File: src/rtl/mps_ram.sv
// Generic single-port-write, single-read RAM with registered read.
module mps_ram #(
    parameter int WIDTH = 8,
    parameter int DEPTH = 16
) (
    input  logic                     i_clk,
    input  logic                     i_we,
    input  logic [$clog2(DEPTH)-1:0] i_waddr,
    input  logic [WIDTH-1:0]         i_wdata,
    input  logic [$clog2(DEPTH)-1:0] i_raddr,
    output logic [WIDTH-1:0]         o_rdata
);
    logic [WIDTH-1:0] r_mem [DEPTH];
    always_ff @(posedge i_clk) begin
        if (i_we) begin
            r_mem[i_waddr] <= i_wdata;
        end
        o_rdata <= r_mem[i_raddr];
    end
endmodule

File: config.mk
export PLATFORM = sky130hd
export DESIGN_NAME = mps_ram
export DESIGN_NICKNAME = d
export VERILOG_FILES = /design/src/rtl/mps_ram.sv
export SDC_FILE = /design/constraint.sdc
export NUM_CORES = 1
export LEC_CHECK = 0
export ABC_AREA = 1
export BUFFER_PORTS_ARGS = -buffer_cell sky130_fd_sc_hd__buf_2
export CORE_ASPECT_RATIO = 1.2
export CORE_MARGIN = 2
export CORE_UTILIZATION = 61
export DETAILED_ROUTE_END_ITERATION = 8
export PLACE_DENSITY = 0.79
export SLEW_MARGIN = 20
export SYNTH_ARGS = -nofsm -noshare
export SYNTH_HDL_FRONTEND = slang
export SYNTH_SLANG_ARGS = --single-unit
File: constraint.sdc
create_clock -name i_clk -period 1.5 [get_ports i_clk]
set_input_delay 0.3 -clock i_clk [delete_from_list [all_inputs] [get_ports i_clk]]
set_output_delay 0.3 -clock i_clk [all_outputs]
set_load 0.03 [all_outputs]
==> results of run 1 <==
-- Yosys cell counts, drive strengths merged --
library cell  count
nand2           173
nand3            97
nor2             17
buf              24
nand3b            2
edfxtp          128
dfxtp             8
inv             102
-- final cells by class --
cell class              count  share of cell area (%)
well taps                 120                    2.25
inverters                 102                    5.73
clock inverters             9                    1.54
clock buffers              23                    6.53
multi-input cells         289                    18.2
flip-flops and latches    136                    59.9
repair buffers             54                    5.88
-- per-stage QoR --
stage / cell area, um^2 / power (uW) / std cells
after floorplan: 5770 / 4700 / 551
after global placement: 6140 / 4910 / 701
after detailed placement: 6140 / 4930 / 701
after CTS: 6680 / 8650 / 733
after global routing: 6680 / 8890 / 733
final: 6680 / 8620 / 733
-- report_power, final --
group | total (uW) | leakage, uW | internal [uW] | switching, uW
combinational | 581 | 0.00146 | 172 | 409
clock | 3760 | 0.000257 | 2350 | 1410
sequential | 4280 | 0.00122 | 4250 | 30.4
total | 8620 | 0.00294 | 6770 | 1850
-- path summary, 6_finish.rpt --
check	from	to	slack (ns)	depth (start not counted)
setup / recovery	o_rdata[7]$_DFF_P_	o_rdata[7]	0.09	1
setup reg to reg	r_mem[1][2]$_DFFE_PP_	o_rdata[2]$_DFF_P_	0.49	6
hold reg to reg	r_mem[10][0]$_DFFE_PP_	o_rdata[0]$_DFF_P_	0.68	6
hold / removal	i_wdata[1]	r_mem[3][1]$_DFFE_PP_	0.17	1
-- registers in the layout (all words and copies together), names as in the netlist --
signal and flops:
r_mem 128, o_rdata 8
-- cells by family (layout without fill, tap and decap cells) --
logic type / Yosys count / after routing
and+or+nand+nor: 289 / 289
DFF: 136 / 136
buffers and inverters: 126 / 188
-- layer usage --
layer / vias to the layer above / global-route usage (%)
li1: 1873 / -
met4: 0 / 13.1
met2: 224 / 41.9
met3: 35 / 6.34
met1: 1811 / 34.0
met5: - / 0
==> results.py, run 1 <==
metrics = {
    "run_status": {
        "outcome": "finished, final reports clean",
    },
    "worst_setup_path": {
        "cp_max_fo": 1,
        "endpoint_kind": "output port",
        "setup.worst_path.start_class": "flip-flop",
        "path_class": "reg2out",
        "slowest_stage": "dfxtp_1",
        "worst-path-buf-inv": 1,
        "cp_slowest_stage_delay_ns": 0.37,
        "worstPathRequired_ns": 1.20,
        "cpLargestDelayFamily": "flip-flops",
        "critPathArrivalTime_ns": 1.11,
        "path_cells": "buf_2",
    },
    "placement": {
        "dpl.hpwl_um": 7640,
        "routabilityCongestion": 0.865,
        "portBuffers": 25,
        "dp_slack_ns": 0.139,
    },
    "synthesis": {
        "yosys-top-cells-area": "edfxtp_1 67%, nand2_1 11%, nand3_1 8.4%",
        "ys_types": 12,
        "syn_area_per_cell_um2": 10.5,
        "syn_nets": 569,
        "synthCells": 551,
        "yosys.area_share.simple_pct": 21.0,
        "yosysTopAreaCellShare_pct": 66.7,
        "synth_top_family_by_area": "simple AND/OR/NAND/NOR gates",
        "synthAdderAreaFrac_pct": 0,
        "synth_compound_area_share_pct": 0,
        "yosys_warnings": 0,
        "synth-seq-cells": 136,
        "synth_area_um2": 5770,
        "yosysSeqAreaShare_pct": 69.4,
        "yosys.area.top_type": "edfxtp_1",
        "synth_mux_area_share_pct": 0,
        "synth-xor-area-share_pct": 0,
    },
    "floorplan": {
        "start_util_pct": 63.2,
        "die_area_um2": 10300,
        "num_io_pins": 26,
        "die_x_um": 92.8,
        "fp.dieH_um": 111,
        "fp-row-count": 38,
        "core_area_um2": 9130,
    },
    "cts": {
        "htree_levels": 4,
        "root_buffer": "clkbuf_8",
        "clkLatencyLatePin_ns": 0.52,
        "cts_setup_buffers": 0,
        "postCtsHoldBufs": 0,
        "cts_buffers": 17,
        "clk_pin_slew_ns": 0.06,
        "cts_sinks": 136,
        "cts_resized": 0,
        "cts_tree": "built",
        "clk_path_buf_depth": 2,
    },
    "sta": {
        "slew_violations": 0,
        "rsz0062_at_grt": "false",
        "fin_skew_ns": 0.00496,
        "fin_setup_tns_ns": 0,
        "setup_violations": 0,
        "slew_headroom_pct": 74.3,
        "hold_viol": 0,
        "whs_ns": 0.174,
        "layout_setup_ws_ns": 0.0859,
        "period_share_pct": 94.3,
        "worst_pin_slew_ns": 0.386,
        "period_needed_ns": 1.41,
        "fmax_mhz": 707,
    },
    "drt": {
        "initialDrtViolationCount": 358,
        "vias_per_cell": 5.38,
        "m1WireLength_um": 4740,
        "routedWlPerCell_um": 17.1,
        "route.met2.wl_um": 6330,
        "drc_errors": 0,
        "highest_layer": "met4",
        "final_antenna_net_count": 0,
        "wl_um": 12600,
        "vias": 3943,
        "dr.pass1.iters": 5,
        "met3_length_um": 1060,
    },
    "global_route": {
        "grt_max_degree": 46,
        "grt_util_all_layers_pct": 26.4,
        "overflow": 0,
        "grt_pass1_wl_um": 19700,
        "grt_pass1_vias": 3804,
        "antenna_found_initial": 0,
    },
    "hold_path": {
        "hp-class": "in2reg",
    },
    "finish": {
        "antenna_cells": 0,
        "utilization_pct": 73.2,
        "layout_commonest_cell": "nand2_1",
        "fin_nets": 618,
        "multiInputGateArea_um2": 1210,
        "drive_gt1_share_pct": 13.2,
        "num-fill-cells": 588,
        "regArea_um2": 4000,
        "layout_common_cells": "173 x nand2_1, 128 x edfxtp_1, 100 x inv_1, 97 x nand3_1",
        "areaGrowthSynthToFinish_pct": 15.9,
    },
    "power": {
        "powerDensity_nw_per_um2": 1290,
        "peakVddDrop_mv": 1.11,
        "p_leak_uw": 0.00294,
    },
    "flow_run": {
        "drv_cap": 0,
    },
}
Note: power is estimated with default switching activity, not from simulation.
==> inputs of run 2 (changes only) <==
--- a/config.mk
+++ b/config.mk
@@ -7,11 +7,12 @@
 export LEC_CHECK = 0
 export ABC_AREA = 1
 export BUFFER_PORTS_ARGS = -buffer_cell sky130_fd_sc_hd__buf_2
-export CORE_ASPECT_RATIO = 1.2
+export CELL_PAD_IN_SITES_DETAIL_PLACEMENT = 1
+export CELL_PAD_IN_SITES_GLOBAL_PLACEMENT = 2
 export CORE_MARGIN = 2
-export CORE_UTILIZATION = 61
+export CORE_UTILIZATION = 40
 export DETAILED_ROUTE_END_ITERATION = 8
-export PLACE_DENSITY = 0.79
+export PLACE_DENSITY_LB_ADDON = 0.1
 export SLEW_MARGIN = 20
 export SYNTH_ARGS = -nofsm -noshare
 export SYNTH_HDL_FRONTEND = slang
==> results.py, run 2 (same netlist as run 1, synthesis figures left out) <==
metrics = {
    "worst_setup_path": {
        "r2r_slack_ns": 0.45,
        "worstPathRequired_ns": 1.20,
        "cpLargestDelayFamily": "flip-flops",
        "path_class": "reg2out",
        "slowest_stage": "dfxtp_1",
        "cp.depth": 1,
        "setup.worst_path.start_class": "flip-flop",
        "cp_slowest_stage_delay_ns": 0.36,
        "rr_worst_depth": 6,
        "endpoint_kind": "output port",
        "worst-path-buf-inv": 1,
        "critPathArrivalTime_ns": 0.98,
        "cp_max_fo": 1,
        "path_cells": "buf_2",
    },
    "sta": {
        "period_needed_ns": 1.28,
        "fmax_mhz": 781,
        "hold_viol": 0,
        "rsz0062_at_grt": "false",
        "fin_setup_tns_ns": 0,
        "slew_violations": 0,
        "worst_pin_slew_ns": 0.356,
        "setup_violations": 0,
        "fin_skew_ns": 0.00572,
        "slew_headroom_pct": 76.3,
        "period_share_pct": 85.4,
    },
    "drt": {
        "routedWlPerCell_um": 18.2,
        "wl_um": 14500,
        "drc_errors": 0,
        "vias_per_cell": 4.88,
        "final_antenna_net_count": 0,
        "vias": 3881,
        "initialDrtViolationCount": 170,
        "dr.pass1.iters": 4,
    },
    "placement": {
        "dpl.hpwl_um": 9270,
        "routabilityCongestion": 0.770,
        "portBuffers": 25,
        "dp.cells": 764,
    },
    "floorplan": {
        "die_x_um": 124,
        "fp.dieH_um": 124,
        "num_io_pins": 26,
        "fp-row-count": 43,
        "core_area_um2": 14000,
        "start_util_pct": 41.2,
        "die_area_um2": 15400,
    },
    "hold_path": {
        "hp-class": "in2reg",
        "min_path_cells": 1,
    },
    "cts": {
        "cts_sinks": 136,
        "postCtsHoldBufs": 0,
        "htree_levels": 4,
        "cts_resized": 0,
        "root_buffer": "clkbuf_16",
        "clk_path_buf_depth": 2,
        "clk_pin_slew_ns": 0.06,
        "cts_tree": "built",
        "cts_setup_buffers": 0,
        "clkLatencyLatePin_ns": 0.41,
        "cts_buffers": 17,
    },
    "finish": {
        "num-fill-cells": 1541,
        "top_register": "r_mem",
        "largest_reg_flops": 128,
        "fin_cells": 796,
        "areaGrowthSynthToFinish_pct": 20.1,
        "layout_common_cells": "173 x nand2_1, 128 x edfxtp_1, 100 x inv_1, 97 x nand3_1, 26 x buf_4",
        "antenna_cells": 0,
        "largestRegisters": "r_mem x128, o_rdata x8",
        "fin_nets": 621,
        "layout_commonest_cell": "nand2_1",
        "drive_gt1_share_pct": 14.6,
    },
    "power": {
        "powerDensity_nw_per_um2": 1370,
        "peakVddDrop_mv": 0.870,
        "p_leak_uw": 0.00303,
    },
    "global_route": {
        "grt_pass1_vias": 4133,
        "overflow": 0,
        "grt_max_degree": 43,
        "grt_util_all_layers_pct": 20.9,
        "antenna_found_initial": 0,
        "grt_pass1_wl_um": 22700,
    },
    "flow_run": {
        "drv_cap": 0,
    },
    "run_status": {
        "outcome": "finished, final reports clean",
    },
}
-- run 2: changes by cell type in the layout (fill, tap and decap cells not counted), sizes merged --
cell and change:
buf +3, bufinv +4, clkbuf -5, clkinv +1
-- run 2: layout make-up --
class / count / area, um^2 / area share [%]
Clock buffer: 18 / 429 / 6.20
Multi-Input combinational cell: 289 / 1210 / 17.5
Timing Repair Buffer: 57 / 440 / 6.36
Sequential cell: 136 / 4000 / 57.8
Tap cell: 180 / 225 / 3.25
Clock inverter: 14 / 229 / 3.31
Inverter: 102 / 383 / 5.53
-- run 2: stage by stage --
| step | area (um^2) | power [uW] | hold slack (ns) | setup WS (ns) | util, % |
|---|---|---|---|---|---|
| 6_report | 6920 | 9500 | 0.281 | 0.219 | 49.5 |
| 5_1_grt | 6920 | 9810 | 0.284 | 0.171 | 49.5 |
| 4_1_cts | 6920 | 9590 | 0.277 | 0.183 | 49.5 |
| 3_5_place_dp | 6270 | 4970 | 0.669 | 0.0992 | 44.8 |
| 2_1_floorplan | 5770 | 4700 | 0.399 | 0.249 | - |
| 3_3_place_gp | 6270 | 4950 | 0.645 | 0.121 | 44.8 |
-- run 2: final timing paths --
check,start,endpoint
min,i_wdata[2],r_mem[0][2]$_DFFE_PP_
min reg2reg,r_mem[10][7]$_DFFE_PP_,o_rdata[7]$_DFF_P_
max reg2reg,r_mem[1][7]$_DFFE_PP_,o_rdata[7]$_DFF_P_
max,o_rdata[5]$_DFF_P_,o_rdata[5]
-- run 2: power by group --
| part | internal (uW) | switching, uW | total (uW) |
|---|---|---|---|
| registers | 4250 | 26.3 | 4280 |
| clock network | 3100 | 1520 | 4620 |
| logic | 183 | 419 | 602 |
-- run 2: layer usage --
| metal | up-vias | track usage [%] | part of all wire [%] |
|---|---|---|---|
| met1 | 1895 | 27.1 | 44 |
| met5 | - | 0 | 0 |
| met3 | 22 | 4.76 | 4.6 |
| li1 | 1877 | - | - |
| met2 | 87 | 34.3 | 49 |
| met4 | 0 | 8.08 | 1.9 |
-- run 2: worst register-to-register path, cell delays in order (launching register included) --
cell      delay, ns
edfxtp_1       0.36
inv_1          0.07
nand2_1        0.06
nand3_1        0.09
nand3_1        0.11
nand3_1        0.18
nand2_1        0.07
==> inputs of run 3 (changes only) <==
--- a/config.mk
+++ b/config.mk
@@ -12,6 +12,7 @@
 export CORE_MARGIN = 2
 export CORE_UTILIZATION = 40
 export DETAILED_ROUTE_END_ITERATION = 8
+export GPL_TIMING_DRIVEN = 0
 export PLACE_DENSITY_LB_ADDON = 0.1
 export SLEW_MARGIN = 20
 export SYNTH_ARGS = -nofsm -noshare
==> results.py, run 3 (same netlist as run 1, synthesis figures left out) <==
metrics = {
    "worst_setup_path": {
        "setup.worst_path.start_class": "input pin",
        "rr_worst_depth": 6,
        "critPathArrivalTime_ns": 1.48,
        "cp_max_fo": 8,
        "path_class": "in2reg",
        "r2r_slack_ns": 0.45,
        "worstPathRequired_ns": 1.54,
        "timing.rr.end": "o_rdata[1]$_DFF_P_",
        "r2r_start": "r_mem[10][1]$_DFFE_PP_",
        "endpoint_kind": "flip-flop",
    },
    "cts": {
        "root_buffer": "clkbuf_16",
        "clkLatencyLatePin_ns": 0.42,
        "cts_sinks": 136,
        "clk_pin_slew_ns": 0.06,
        "htree_levels": 4,
        "clk_path_buf_depth": 2,
        "cts_buffers": 17,
        "cts_tree": "built",
    },
    "finish": {
        "largest_reg_flops": 128,
        "fin_cells": 785,
        "layout_commonest_cell": "nand2_1",
        "largestRegisters": "r_mem x128, o_rdata x8",
        "fin_nets": 610,
        "areaGrowthSynthToFinish_pct": 15.4,
        "num-fill-cells": 1574,
        "top_register": "r_mem",
        "fin_area_um2": 6660,
        "layout_common_cells": "173 x nand2_1, 128 x edfxtp_1, 100 x inv_1, 97 x nand3_1, 35 x buf_2",
        "drive_gt1_share_pct": 12.6,
        "antenna_cells": 0,
    },
    "drt": {
        "drc_errors": 0,
        "wl_um": 16500,
        "highest_layer": "met4",
        "final_antenna_net_count": 0,
        "dr.pass1.iters": 4,
        "routedWlPerCell_um": 21.0,
        "met3_length_um": 675,
        "vias_per_cell": 4.99,
        "route.met2.wl_um": 7730,
        "initialDrtViolationCount": 307,
        "m1WireLength_um": 7700,
        "vias": 3917,
    },
    "power": {
        "switching_share_pct": 22.3,
        "powerDensity_nw_per_um2": 1310,
        "p_sw_uw": 1950,
        "seqPwrFrac_pct": 48.9,
        "internal_power_uw": 6780,
        "peakVddDrop_mv": 0.770,
        "p_comb_share_pct": 7.2,
        "p_leak_uw": 0.00288,
        "p_clk_share_pct": 43.9,
    },
    "sta": {
        "fin_skew_ns": 0.00562,
        "rsz0062_at_grt": "false",
        "fmax_mhz": 697,
        "setup_violations": 0,
        "period_needed_ns": 1.44,
        "slew_violations": 0,
        "worst_pin_slew_ns": 1.05,
        "period_share_pct": 95.7,
        "hold_viol": 0,
        "slew_headroom_pct": 30.0,
        "whs_ns": 0.284,
    },
    "global_route": {
        "overflow": 0,
        "antenna_found_initial": 0,
        "grt_util_all_layers_pct": 23.4,
        "grt_pass1_wl_um": 24500,
        "grt_pass1_vias": 3993,
        "grt_max_degree": 17,
    },
    "run_status": {
        "outcome": "finished, final reports clean",
    },
    "placement": {
        "place_area_um2": 6100,
        "routabilityCongestion": 0.800,
        "dpl.hpwl_um": 10700,
        "portBuffers": 22,
        "dp.cells": 753,
    },
    "hold_path": {
        "min_path_cells": 1,
        "whs_endpoint": "r_mem[6][2]$_DFFE_PP_",
        "hp-start": "i_wdata[2]",
        "hp-class": "in2reg",
    },
    "floorplan": {
        "num_io_pins": 26,
        "fp.dieH_um": 124,
        "start_util_pct": 41.2,
        "die_area_um2": 15400,
        "fp-row-count": 43,
        "die_x_um": 124,
        "core_area_um2": 14000,
    },
    "flow_run": {
        "drv_cap": 0,
    },
}
run 3: per-layer routing:
metal | GRT usage (%) | vias up
met4 | 11.2 | 0
met3 | 3.75 | 22
met2 | 36.7 | 110
met5 | 0 | -
met1 | 31.9 | 1925
li1 | - | 1860
run 3: how the worst max path moves through the flow:
| stage | startpoint | end | depth (start not counted) | slack, ns |
|---|---|---|---|---|
| 6_report | i_waddr[3] | r_mem[5][6]$_DFFE_PP_ | 3 | 0.06 |
| 5_1_grt | i_waddr[2] | r_mem[8][2]$_DFFE_PP_ | 3 | 0.01 |
| 4_1_cts | i_waddr[3] | r_mem[7][1]$_DFFE_PP_ | 3 | -0.02 |
| 3_5_place_dp | i_waddr[3] | r_mem[7][3]$_DFFE_PP_ | 3 | -0.44 |
| 3_3_place_gp | i_waddr[3] | r_mem[4][7]$_DFFE_PP_ | 3 | -0.37 |
| 2_1_floorplan | i_waddr[2] | r_mem[10][0]$_DFFE_PP_ | 2 | 0.25 |
run 3: cell type report:
cell class                 count  area, um^2  share of cell area (%)
multi-input combinational    289        1220                    18.3
sequential                   136        4000                    60.2
timing repair buffer          22         110                    1.65
clock buffer                  29         531                    7.97
clock inverter                 3        15.0                   0.226
inverter                     102         383                    5.75
tap                          180         225                    3.38
buffer                        24         166                    2.50
run 3: power by group through the flow:
stage	registers [uW]	logic [uW]	clock network (uW)
2_1_floorplan	4400	300	0
3_3_place_gp	4350	614	0
3_5_place_dp	4350	628	0
4_1_cts	4270	633	3890
5_1_grt	4280	688	4030
6_report	4270	626	3830
run 3: through the flow:
stage / util (%) / total power (uW) / TNS, ns / setup WS [ns]
final: 47.6 / 8730 / 0 / 0.0646
after global routing: 47.6 / 9000 / 0 / 0.0136
after CTS: 47.5 / 8800 / -0.129 / -0.0174
after detailed placement: 43.6 / 4980 / -31.91 / -0.443
after global placement: 43.6 / 4960 / -27.69 / -0.369
after floorplan: - / 4700 / 0 / 0.249
run 3: timing repair:
| item | CTS | global route |
|---|---|---|
| gates cloned | 0 | 0 |
| hold buffers | 0 | 0 |
| setup endpoints to repair | 8 | 16 |
| gates resized for setup | 1 | 2 |
| buffers inserted | 0 | 0 |
run 3: critical path, cell delays in order:
cell and delay [ns]:
buf_2 0.12, nand3b_1 0.27, nor2_1 0.78
